File: src/rtl/core/eka_pkg.sv
// Shared types and constants for the elliptic K AGM unit.
package eka_pkg;

  localparam int FRAC_W     = 46;
  localparam int A_W        = 48;
  localparam int HALF_W     = 24;
  localparam int RAD_W      = 96;
  localparam int REM_W      = 50;
  localparam int ROOT_STEPS = 48;
  localparam int IN_W       = 33;
  localparam int KV_W       = 32;
  localparam int STEPS_W    = 10;
  localparam int TOL_W      = 20;
  localparam int CFG_W      = 20;
  localparam int CFG_IDX_W  = 2;
  localparam int CNT_W      = 7;
  localparam int DIV_STEPS  = 78;
  localparam int FAST_N_W   = 3;

  localparam logic [A_W-1:0]       A_ONE   = A_W'(1) << FRAC_W;
  localparam logic [IN_W-1:0]      IN_ONE  = IN_W'(1) << 32;
  localparam logic [63:0]          PI_Q60  = 64'h3243F6A8885A308D;
  localparam logic [DIV_STEPS-1:0] DIV_NUM = {PI_Q60, 14'b0};

  localparam logic [IN_W-1:0] THR_0094 = 33'd40372693;
  localparam logic [IN_W-1:0] THR_326  = 33'd1400159339;
  localparam logic [IN_W-1:0] THR_931  = 33'd3998614553;
  localparam logic [IN_W-1:0] THR_999  = 33'd4290672329;

  localparam logic [CFG_IDX_W-1:0] CFG_MODE  = 2'd0;
  localparam logic [CFG_IDX_W-1:0] CFG_LIMIT = 2'd1;
  localparam logic [CFG_IDX_W-1:0] CFG_TOL   = 2'd2;

  localparam logic MODE_CONV = 1'b0;
  localparam logic MODE_FAST = 1'b1;

  typedef struct packed {
    logic       load;
    logic       sqrt_load;
    logic       sqrt_step;
    logic       g_init;
    logic       mul_step;
    logic [1:0] mul_idx;
    logic       commit;
    logic       div_load;
    logic       div_step;
  } dp_cmd_t;

  typedef struct packed {
    logic                singular;
    logic                k_zero;
    logic                diff_ok;
    logic [FAST_N_W-1:0] fast_n;
  } dp_stat_t;

endpackage

File: src/rtl/core/elliptic_k_agm_unit.sv
// Top level of the complete elliptic integral K(k2) unit by arithmetic-geometric mean.
// Usage:
//   Input channel in_valid/in_ready carries one beat, in_k_squared (Q1.32, 0..1).
//   Output channel out_valid/out_ready returns one beat per input: out_k_value
//   (Q4.28), out_steps_used, out_singular, out_limit_reached.
//   cfg_we/cfg_index/cfg_wdata write mode, iteration limit and tolerance; write
//   only while the unit is idle.
// Timing:
//   One beat at a time. An input with k2 of one or more skips the AGM steps and the
//   divide. The initial root is followed by the AGM steps; each step is four 24x24
//   partial products, a bit-pair square root, commit and check; then the divide.
//   The next input is taken once the result sits in the output register.
// Reset:
//   rst_n low clears the controller and output valid, and sets mode 0,
//   iteration limit 1000 and tolerance 70.
// Stall:
//   A held result waits in the output register; the unit finishes its current
//   beat and then waits before loading the next result.
module elliptic_k_agm_unit import eka_pkg::*; (
  input  logic                 clk,
  input  logic                 rst_n,
  input  logic                 in_valid,
  output logic                 in_ready,
  input  logic [IN_W-1:0]      in_k_squared,
  output logic                 out_valid,
  input  logic                 out_ready,
  output logic [KV_W-1:0]      out_k_value,
  output logic [STEPS_W-1:0]   out_steps_used,
  output logic                 out_singular,
  output logic                 out_limit_reached,
  input  logic                 cfg_we,
  input  logic [CFG_IDX_W-1:0] cfg_index,
  input  logic [CFG_W-1:0]     cfg_wdata
);

  logic               mode_r;
  logic [STEPS_W-1:0] limit_r;
  logic [TOL_W-1:0]   tol_r;

  logic               out_valid_r, out_valid_nxt;
  logic [KV_W-1:0]    k_value_r;
  logic [STEPS_W-1:0] steps_r;
  logic               singular_r, limit_hit_r;

  dp_cmd_t            cmd;
  dp_stat_t           stat;
  logic [KV_W-1:0]    k_value;
  logic               out_load;
  logic [STEPS_W-1:0] steps_used;
  logic               limit_reached;

  always_ff @(posedge clk) begin
    if (!rst_n) begin
      mode_r  <= MODE_CONV;
      limit_r <= STEPS_W'(1000);
      tol_r   <= TOL_W'(70);
    end else if (cfg_we) begin
      case (cfg_index)
        CFG_MODE:  mode_r  <= cfg_wdata[0];
        CFG_LIMIT: limit_r <= cfg_wdata[STEPS_W-1:0];
        CFG_TOL:   tol_r   <= cfg_wdata[TOL_W-1:0];
        default: begin
        end
      endcase
    end
  end

  eka_dp u_dp (
    .clk          (clk),
    .in_k_squared (in_k_squared),
    .cmd          (cmd),
    .tol          (tol_r),
    .k_value      (k_value),
    .stat         (stat)
  );

  eka_ctrl u_ctrl (
    .clk           (clk),
    .rst_n         (rst_n),
    .in_valid      (in_valid),
    .in_ready      (in_ready),
    .mode          (mode_r),
    .limit         (limit_r),
    .stat          (stat),
    .out_valid     (out_valid_r),
    .out_ready     (out_ready),
    .cmd           (cmd),
    .out_load      (out_load),
    .steps_used    (steps_used),
    .limit_reached (limit_reached)
  );

  assign out_valid_nxt = out_load | (out_valid_r & ~out_ready);

  always_ff @(posedge clk) begin
    if (!rst_n) out_valid_r <= 1'b0;
    else out_valid_r <= out_valid_nxt;
  end

  always_ff @(posedge clk) begin
    if (out_load) begin
      k_value_r   <= k_value;
      steps_r     <= steps_used;
      singular_r  <= stat.singular;
      limit_hit_r <= limit_reached;
    end
  end

  assign out_valid         = out_valid_r;
  assign out_k_value       = k_value_r;
  assign out_steps_used    = steps_r;
  assign out_singular      = singular_r;
  assign out_limit_reached = limit_hit_r;

`ifndef ASSERT_OFF
  a_singular_out: assert property (@(posedge clk) disable iff (!rst_n)
    (out_valid_r && singular_r) |-> (k_value_r == '1 && steps_r == '0 && !limit_hit_r))
    else $error("singular result malformed");
  a_fast_no_limit: assert property (@(posedge clk) disable iff (!rst_n)
    (out_load && mode_r == MODE_FAST) |=> !limit_hit_r)
    else $error("limit flag in fast mode");
  a_hold_result: assert property (@(posedge clk) disable iff (!rst_n)
    (out_valid_r && !out_ready) |=> (out_valid_r && $stable(k_value_r)))
    else $error("stalled result changed");
`endif

endmodule

File: src/rtl/core/eka_dp.sv
// Datapath: AGM registers, partial-product multiplier, bit-pair square root, divider.
module eka_dp import eka_pkg::*; (
  input  logic             clk,
  input  logic [IN_W-1:0]  in_k_squared,
  input  dp_cmd_t          cmd,
  input  logic [TOL_W-1:0] tol,
  output logic [KV_W-1:0]  k_value,
  output dp_stat_t         stat
);

  logic [IN_W-1:0]      k_r;
  logic [A_W-1:0]       a_r, g_r;
  logic [RAD_W-1:0]     acc_r, rad_r;
  logic [REM_W-1:0]     rem_r;
  logic [A_W-1:0]       root_r;
  logic [DIV_STEPS-1:0] dnum_r;
  logic [REM_W-1:0]     drem_r;
  logic [KV_W-1:0]      q_r;
  logic                 qovf_r;

  logic [IN_W-1:0]    gap;
  logic [RAD_W-1:0]   rad0;
  logic [REM_W+1:0]   rem_sh, trial, sq_diff;
  logic               sq_ge;
  logic [HALF_W-1:0]  mop_a, mop_g;
  logic [A_W-1:0]     pp;
  logic [RAD_W-1:0]   pp_ext;
  logic [A_W:0]       sum;
  logic [A_W-1:0]     dif;
  logic [REM_W-1:0]   dsh, dext, dsub;
  logic               dge;

  assign gap  = IN_ONE - in_k_squared;
  assign rad0 = {3'b0, gap, 60'b0};

  assign rem_sh  = {rem_r, rad_r[RAD_W-1 -: 2]};
  assign trial   = {2'b0, root_r, 2'b01};
  assign sq_ge   = rem_sh >= trial;
  assign sq_diff = rem_sh - trial;

  always_comb begin
    case (cmd.mul_idx)
      2'd0: begin
        mop_a  = a_r[HALF_W-1:0];
        mop_g  = g_r[HALF_W-1:0];
      end
      2'd1: begin
        mop_a  = a_r[HALF_W-1:0];
        mop_g  = g_r[A_W-1:HALF_W];
      end
      2'd2: begin
        mop_a  = a_r[A_W-1:HALF_W];
        mop_g  = g_r[HALF_W-1:0];
      end
      default: begin
        mop_a  = a_r[A_W-1:HALF_W];
        mop_g  = g_r[A_W-1:HALF_W];
      end
    endcase
  end

  assign pp = A_W'(mop_a) * A_W'(mop_g);

  always_comb begin
    case (cmd.mul_idx)
      2'd0:    pp_ext = RAD_W'(pp);
      2'd3:    pp_ext = RAD_W'(pp) << (2 * HALF_W);
      default: pp_ext = RAD_W'(pp) << HALF_W;
    endcase
  end

  assign sum = {1'b0, a_r} + {1'b0, g_r};
  assign dif = (a_r >= g_r) ? (a_r - g_r) : (g_r - a_r);

  assign dsh  = {drem_r[REM_W-2:0], dnum_r[DIV_STEPS-1]};
  assign dext = {1'b0, a_r, 1'b0};
  assign dge  = dsh >= dext;
  assign dsub = dsh - dext;

  always_ff @(posedge clk) begin
    if (cmd.load) begin
      k_r    <= in_k_squared;
      a_r    <= A_ONE;
      rad_r  <= rad0;
      rem_r  <= '0;
      root_r <= '0;
    end
    if (cmd.sqrt_load) begin
      rad_r  <= acc_r;
      rem_r  <= '0;
      root_r <= '0;
    end
    if (cmd.sqrt_step) begin
      rad_r  <= {rad_r[RAD_W-3:0], 2'b0};
      rem_r  <= sq_ge ? sq_diff[REM_W-1:0] : rem_sh[REM_W-1:0];
      root_r <= {root_r[A_W-2:0], sq_ge};
    end
    if (cmd.g_init) begin
      g_r <= root_r;
    end
    if (cmd.mul_step) begin
      acc_r <= (cmd.mul_idx == 2'd0) ? pp_ext : acc_r + pp_ext;
    end
    if (cmd.commit) begin
      a_r <= sum[A_W:1];
      g_r <= root_r;
    end
    if (cmd.div_load) begin
      dnum_r <= DIV_NUM;
      drem_r <= '0;
      q_r    <= '0;
      qovf_r <= 1'b0;
    end
    if (cmd.div_step) begin
      dnum_r <= {dnum_r[DIV_STEPS-2:0], 1'b0};
      drem_r <= dge ? dsub : dsh;
      q_r    <= {q_r[KV_W-2:0], dge};
      qovf_r <= qovf_r | q_r[KV_W-1];
    end
  end

  always_comb begin
    if (k_r < THR_0094)     stat.fast_n = 3'd2;
    else if (k_r < THR_326) stat.fast_n = 3'd3;
    else if (k_r < THR_931) stat.fast_n = 3'd4;
    else if (k_r < THR_999) stat.fast_n = 3'd5;
    else                    stat.fast_n = 3'd6;
  end

  assign stat.singular = k_r[IN_W-1];
  assign stat.k_zero   = (k_r == '0);
  assign stat.diff_ok  = (dif <= A_W'(tol));

  assign k_value = (stat.singular || qovf_r) ? '1 : q_r;

endmodule

File: src/rtl/core/eka_ctrl.sv
// Controller: sequences the initial root, AGM steps, final divide and result handoff.
module eka_ctrl import eka_pkg::*; (
  input  logic               clk,
  input  logic               rst_n,
  input  logic               in_valid,
  output logic               in_ready,
  input  logic               mode,
  input  logic [STEPS_W-1:0] limit,
  input  dp_stat_t           stat,
  input  logic               out_valid,
  input  logic               out_ready,
  output dp_cmd_t            cmd,
  output logic               out_load,
  output logic [STEPS_W-1:0] steps_used,
  output logic               limit_reached
);

  typedef enum logic [8:0] {
    S_IDLE   = 9'b000000001,
    S_ROOT0  = 9'b000000010,
    S_DECIDE = 9'b000000100,
    S_MUL    = 9'b000001000,
    S_ROOT   = 9'b000010000,
    S_COMMIT = 9'b000100000,
    S_CHECK  = 9'b001000000,
    S_DIV    = 9'b010000000,
    S_DONE   = 9'b100000000
  } state_t;

  state_t              state_r, state_nxt;
  logic [CNT_W-1:0]    cnt_r, cnt_nxt;
  logic [STEPS_W-1:0]  steps_r, steps_nxt;
  logic                lim_r, lim_nxt;
  logic [FAST_N_W-1:0] n_r, n_nxt;

  always_comb begin
    state_nxt = state_r;
    cnt_nxt   = cnt_r;
    steps_nxt = steps_r;
    lim_nxt   = lim_r;
    n_nxt     = n_r;
    cmd       = '0;
    in_ready  = 1'b0;
    out_load  = 1'b0;
    case (state_r)
      S_IDLE: begin
        in_ready = 1'b1;
        if (in_valid) begin
          cmd.load  = 1'b1;
          cnt_nxt   = '0;
          steps_nxt = '0;
          lim_nxt   = 1'b0;
          state_nxt = S_ROOT0;
        end
      end
      S_ROOT0: begin
        cmd.sqrt_step = 1'b1;
        cnt_nxt = cnt_r + 1'b1;
        if (cnt_r == CNT_W'(ROOT_STEPS - 1)) state_nxt = S_DECIDE;
      end
      S_DECIDE: begin
        cmd.g_init = 1'b1;
        cnt_nxt    = '0;
        n_nxt      = stat.fast_n;
        if (stat.singular) state_nxt = S_DONE;
        else if (mode == MODE_FAST) state_nxt = S_MUL;
        else if (stat.k_zero) state_nxt = S_DIV;
        else if (limit == '0) begin
          lim_nxt   = 1'b1;
          state_nxt = S_DIV;
        end else state_nxt = S_MUL;
      end
      S_MUL: begin
        cmd.mul_step = 1'b1;
        cmd.mul_idx  = cnt_r[1:0];
        cnt_nxt      = cnt_r + 1'b1;
        if (cnt_r == CNT_W'(3)) begin
          cnt_nxt   = '0;
          state_nxt = S_ROOT;
        end
      end
      S_ROOT: begin
        if (cnt_r == '0) cmd.sqrt_load = 1'b1;
        else cmd.sqrt_step = 1'b1;
        cnt_nxt = cnt_r + 1'b1;
        if (cnt_r == CNT_W'(ROOT_STEPS)) state_nxt = S_COMMIT;
      end
      S_COMMIT: begin
        cmd.commit = 1'b1;
        steps_nxt  = steps_r + 1'b1;
        state_nxt  = S_CHECK;
      end
      S_CHECK: begin
        cnt_nxt = '0;
        if (mode == MODE_FAST) begin
          state_nxt = (steps_r == STEPS_W'(n_r)) ? S_DIV : S_MUL;
        end else if (stat.diff_ok) state_nxt = S_DIV;
        else if (steps_r == limit) begin
          lim_nxt   = 1'b1;
          state_nxt = S_DIV;
        end else state_nxt = S_MUL;
      end
      S_DIV: begin
        if (cnt_r == '0) cmd.div_load = 1'b1;
        else cmd.div_step = 1'b1;
        cnt_nxt = cnt_r + 1'b1;
        if (cnt_r == CNT_W'(DIV_STEPS)) state_nxt = S_DONE;
      end
      S_DONE: begin
        if (!out_valid || out_ready) begin
          out_load  = 1'b1;
          state_nxt = S_IDLE;
        end
      end
      default: state_nxt = S_IDLE;
    endcase
  end

  always_ff @(posedge clk) begin
    if (!rst_n) begin
      state_r <= S_IDLE;
      cnt_r   <= '0;
      steps_r <= '0;
      lim_r   <= 1'b0;
      n_r     <= '0;
    end else begin
      state_r <= state_nxt;
      cnt_r   <= cnt_nxt;
      steps_r <= steps_nxt;
      lim_r   <= lim_nxt;
      n_r     <= n_nxt;
    end
  end

  assign steps_used    = steps_r;
  assign limit_reached = lim_r;

`ifndef ASSERT_OFF
  a_one_unit: assert property (@(posedge clk) disable iff (!rst_n)
    $onehot0({cmd.sqrt_load, cmd.sqrt_step, cmd.mul_step, cmd.div_load, cmd.div_step}))
    else $error("datapath units driven together");
  a_commit_count: assert property (@(posedge clk) disable iff (!rst_n)
    state_r == S_COMMIT |=> steps_r != '0)
    else $error("step count not advanced");
  a_within_limit: assert property (@(posedge clk) disable iff (!rst_n)
    (state_r == S_CHECK && mode == MODE_CONV) |-> steps_r <= limit)
    else $error("steps exceed iteration limit");
`endif

endmodule

File: config.mk
export PLATFORM = sky130hd
export DESIGN_NAME = elliptic_k_agm_unit
export DESIGN_NICKNAME = d
export VERILOG_FILES = /design/src/rtl/core/eka_pkg.sv /design/src/rtl/core/elliptic_k_agm_unit.sv /design/src/rtl/core/eka_dp.sv /design/src/rtl/core/eka_ctrl.sv
export SDC_FILE = /design/constraint.sdc
export NUM_CORES = 2
export LEC_CHECK = 0
export CAP_MARGIN = 0
export CORE_UTILIZATION = 55
export CTS_CLUSTER_DIAMETER = 60
export CTS_CLUSTER_SIZE = 24
export DETAILED_ROUTE_END_ITERATION = 16
export DONT_BUFFER_PORTS = 1
export GPL_TIMING_DRIVEN = 0
export PLACE_DENSITY = 0.7
export SETUP_SLACK_MARGIN = 0.4
export SYNTH_ARGS = -nofsm -noshare
export SYNTH_HDL_FRONTEND = slang
export SYNTH_SLANG_ARGS = --single-unit
File: constraint.sdc
create_clock -name clk -period 23.6 [get_ports clk]
set_clock_uncertainty 0.2 [all_clocks]
set_input_delay 1.18 -clock clk [delete_from_list [all_inputs] [get_ports clk]]
set_output_delay 1.18 -clock clk [all_outputs]
set_load 0.1 [all_outputs]
==> impl_results.md <==
- Pre-antenna DRT Iters: 7
- Final core utilization: between 50% and 60%
- Post-CTS Setup Bufs: 0
- GRT Total Usage: ~37%
- Antenna viol nets, final: 0
- Post-Syn Instances: 7339
- Syn Area/Cell: ~9 sq um
- Leading post-synthesis cells by cell area: edfxtp_1, fa_1, ha_1, inv_1, nor2_1
- Critical-path top delay cell: fa_1
- CTS root buf: clkbuf_16
- Max FO, Critical Path: 10
- CTS sink count: about 670
- Failing checks: capacitance limit, slew limit
- GPL Wtd Cong: around 1.1
- Via count: roughly 56000
- Core ar.: around 120000 sq um
- Synth area leader: edfxtp_1
- Part of the Yosys area used for sequential elements: a little under 30%
- Drt total wl: 227000 um
- Final Hold Fails: 0
- RSZ-0062 raised after global routing: no
- Std-Cell Rows: 126
- Predominant post-synthesis flop cell: edfxtp_1
- CP startpoint kind: flop
- Crit path largest cell delay: slightly below 800 ps
- Setup CP Type: reg2reg
- Ratio of cells with drive above 1 in the final layout: about 3.3%
- Worst-Margin Slew: approximately 1600 ps
- 1st-iter DRT viols: ~5700
- CTS resizes: 0
- Detailed Place HPWL: 185000 um
- I/O pin count: about 110
- Flops & latches, synth: roughly 670
- Largest net degree at the start of global routing: 84
- Via density: between 6 and 7
- Reg clk slew, reported paths: roughly 80 ps
- Vias in the first global route: roughly 55000
- Clock buffer depth: 3
- H-tree depth: 3
- Cell Area, Placed: roughly 68000 sq um
- Setup TNS: 0 ps
- CP required: 24000 ps
- Routed WL per cell: approximately 25 um
- Max-slew violation count: 34
- Relative slew slack: -4.98%
- Crit path DAT: between 15000 and 20000 ps
- Die span in x: between 300 and 400 um
- Drt drc: 0
- Multi-input gate area: approximately 42000 sq um
- Worst-Skew Late Latency: between 700 and 800 ps
- Post-route cell area: between 70000 and 80000 sq um
- Fin crit period: 16940 ps
- Area growth, synth to finish: 7.42%
- Total die area: around 120000 sq um
- Most frequent cells in the layout: inv_1, nor2_1, nand2_1, edfxtp_1, ha_1
- Antenna violations before repair: 3
- Synth top area share: between 20% and 30%
- Buffers on Ports: 0
- Grt ovf: 0
- Net count after synthesis: approximately 8400
- Worst Hold Class: reg2reg
- Post-synth EDFFs: 607
- Initial Utilization: a little under three fifths
- Cell mode on critical path: fa_1
- Synth warn: 0
- # hold bufs at CTS: 0
- Filler cell count: roughly 11000
- Final setup violation count: 0
- FF+latch area: a little under 20000 sq um
- Number of max-cap violations: 6
- Total CTS buffers: 70
- Cell variety after synth: slightly below 90
- Final cycle utilization of the critical path: 71.8%
- Die height: ~350 um
- Status: complete, but fails checks
- CTS tree: built
- Fin nets: ~8500
- Setup crit end kind: flop
- Cell area after synthesis: ~66000 sq um
- Max frequency: 0.0590 GHz
- Commonest non-fill, non-tap cell in the layout: inv_1
- Diodes inserted: 0
- First-pass GRT wire length: 341000 um
- Async S/R FF share, synth: 0%
[cell usage after synthesis, drive strengths merged, types with 43 or more instances]
cell	count
a31oi	57
nand2	686
o21bai	83
a211oi	44
nor2	840
nor2b	43
or3	57
fa	487
a21o	231
xnor2	225
buf	51
inv	846
nand3	131
xor2	128
a21boi	53
a21oi	530
ha	537
nand4	92
o21a	58
edfxtp	607
nor3	84
a22o	95
and2	130
dfxtp	64
nand2b	57
clkbuf	267
mux2i	113
o21ai	356
[flip-flops by register name (all words and copies together) (netlist names), 32 cells and up]
| name | flops |
|---|---|
| u_dp.rem_r | 50 |
| u_dp.a_r | 48 |
| u_dp.k_r | 33 |
| u_dp.g_r | 48 |
| u_dp.rad_r | 96 |
| u_dp.q_r | 32 |
| out_k_value | 32 |
| u_dp.root_r | 48 |
| u_dp.dnum_r | 64 |
| u_dp.drem_r | 49 |
| u_dp.acc_r | 96 |
[worst max-delay path, delay by kind of cell (launching register included)]
family	cells	cell delay, ps
compound gates	14	4450
xor+xnor	1	690
fa+ha+maj	9	4610
buf+inv	10	2770
flops	1	340
simple gates	13	3750
[per-layer routing]
layer	GRT usage (%)	routed length (um)	vias up
met1	50.3	93300	27400
met4	17.5	12300	8
met2	56.7	98500	2714
met3	9.50	23200	528
met5	0	59	-
li1	-	-	25400
[cell families (layout without fill, tap and decap cells)]
family / after synthesis / after routing / share of synthesized area (%)
AOI/OAI and AO/OA: 1723 / 1723 / 16.7
DFF: 671 / 671 / 29.5
adders and majority gates: 1024 / 1024 / 24.9
buffers and inverters: 1167 / 1317 / 6.71
and+or+nand+nor: 2274 / 2274 / 15.6
muxes: 127 / 127 / 1.95
xor gates and xnor gates: 353 / 353 / 4.68
[per-stage QoR]
| step | hold WS [ps] | worst slack, ps | std cells |
|---|---|---|---|
| floorplan | 206 | 2940 | 7339 |
| global placement | 227 | -9340 | 8939 |
| detailed placement | 232 | 7030 | 8960 |
| CTS | 193 | 7010 | 9089 |
| global route | 211 | 6270 | 9089 |
| finish | 189 | 6660 | 9089 |
[worst paths after layout]
check                    to              start  cells after the start  slack (ps)
min reg2reg    u_dp.g_r[25]    u_dp.root_r[25]                      0         190
min            u_dp.g_r[25]    u_dp.root_r[25]                      0         190
max reg2reg  u_dp.acc_r[93]  u_ctrl.state_r[6]                     47        6660
max          u_dp.acc_r[93]  u_ctrl.state_r[6]                     47        6660
[area by class of cell]
class | count | area share, %
multi-input combinational | 5501 | 59.5
timing repair buffer | 21 | 0.465
sequential | 671 | 27.5
clock inverter | 53 | 1.04
buffer | 318 | 1.76
inverter | 849 | 4.50
tap | 1600 | 2.82
clock buffer | 76 | 2.50
Power is left out: the tool's default activity adds up to more than one toggle a clock period on the data nets, which glitch-free logic cannot reach.
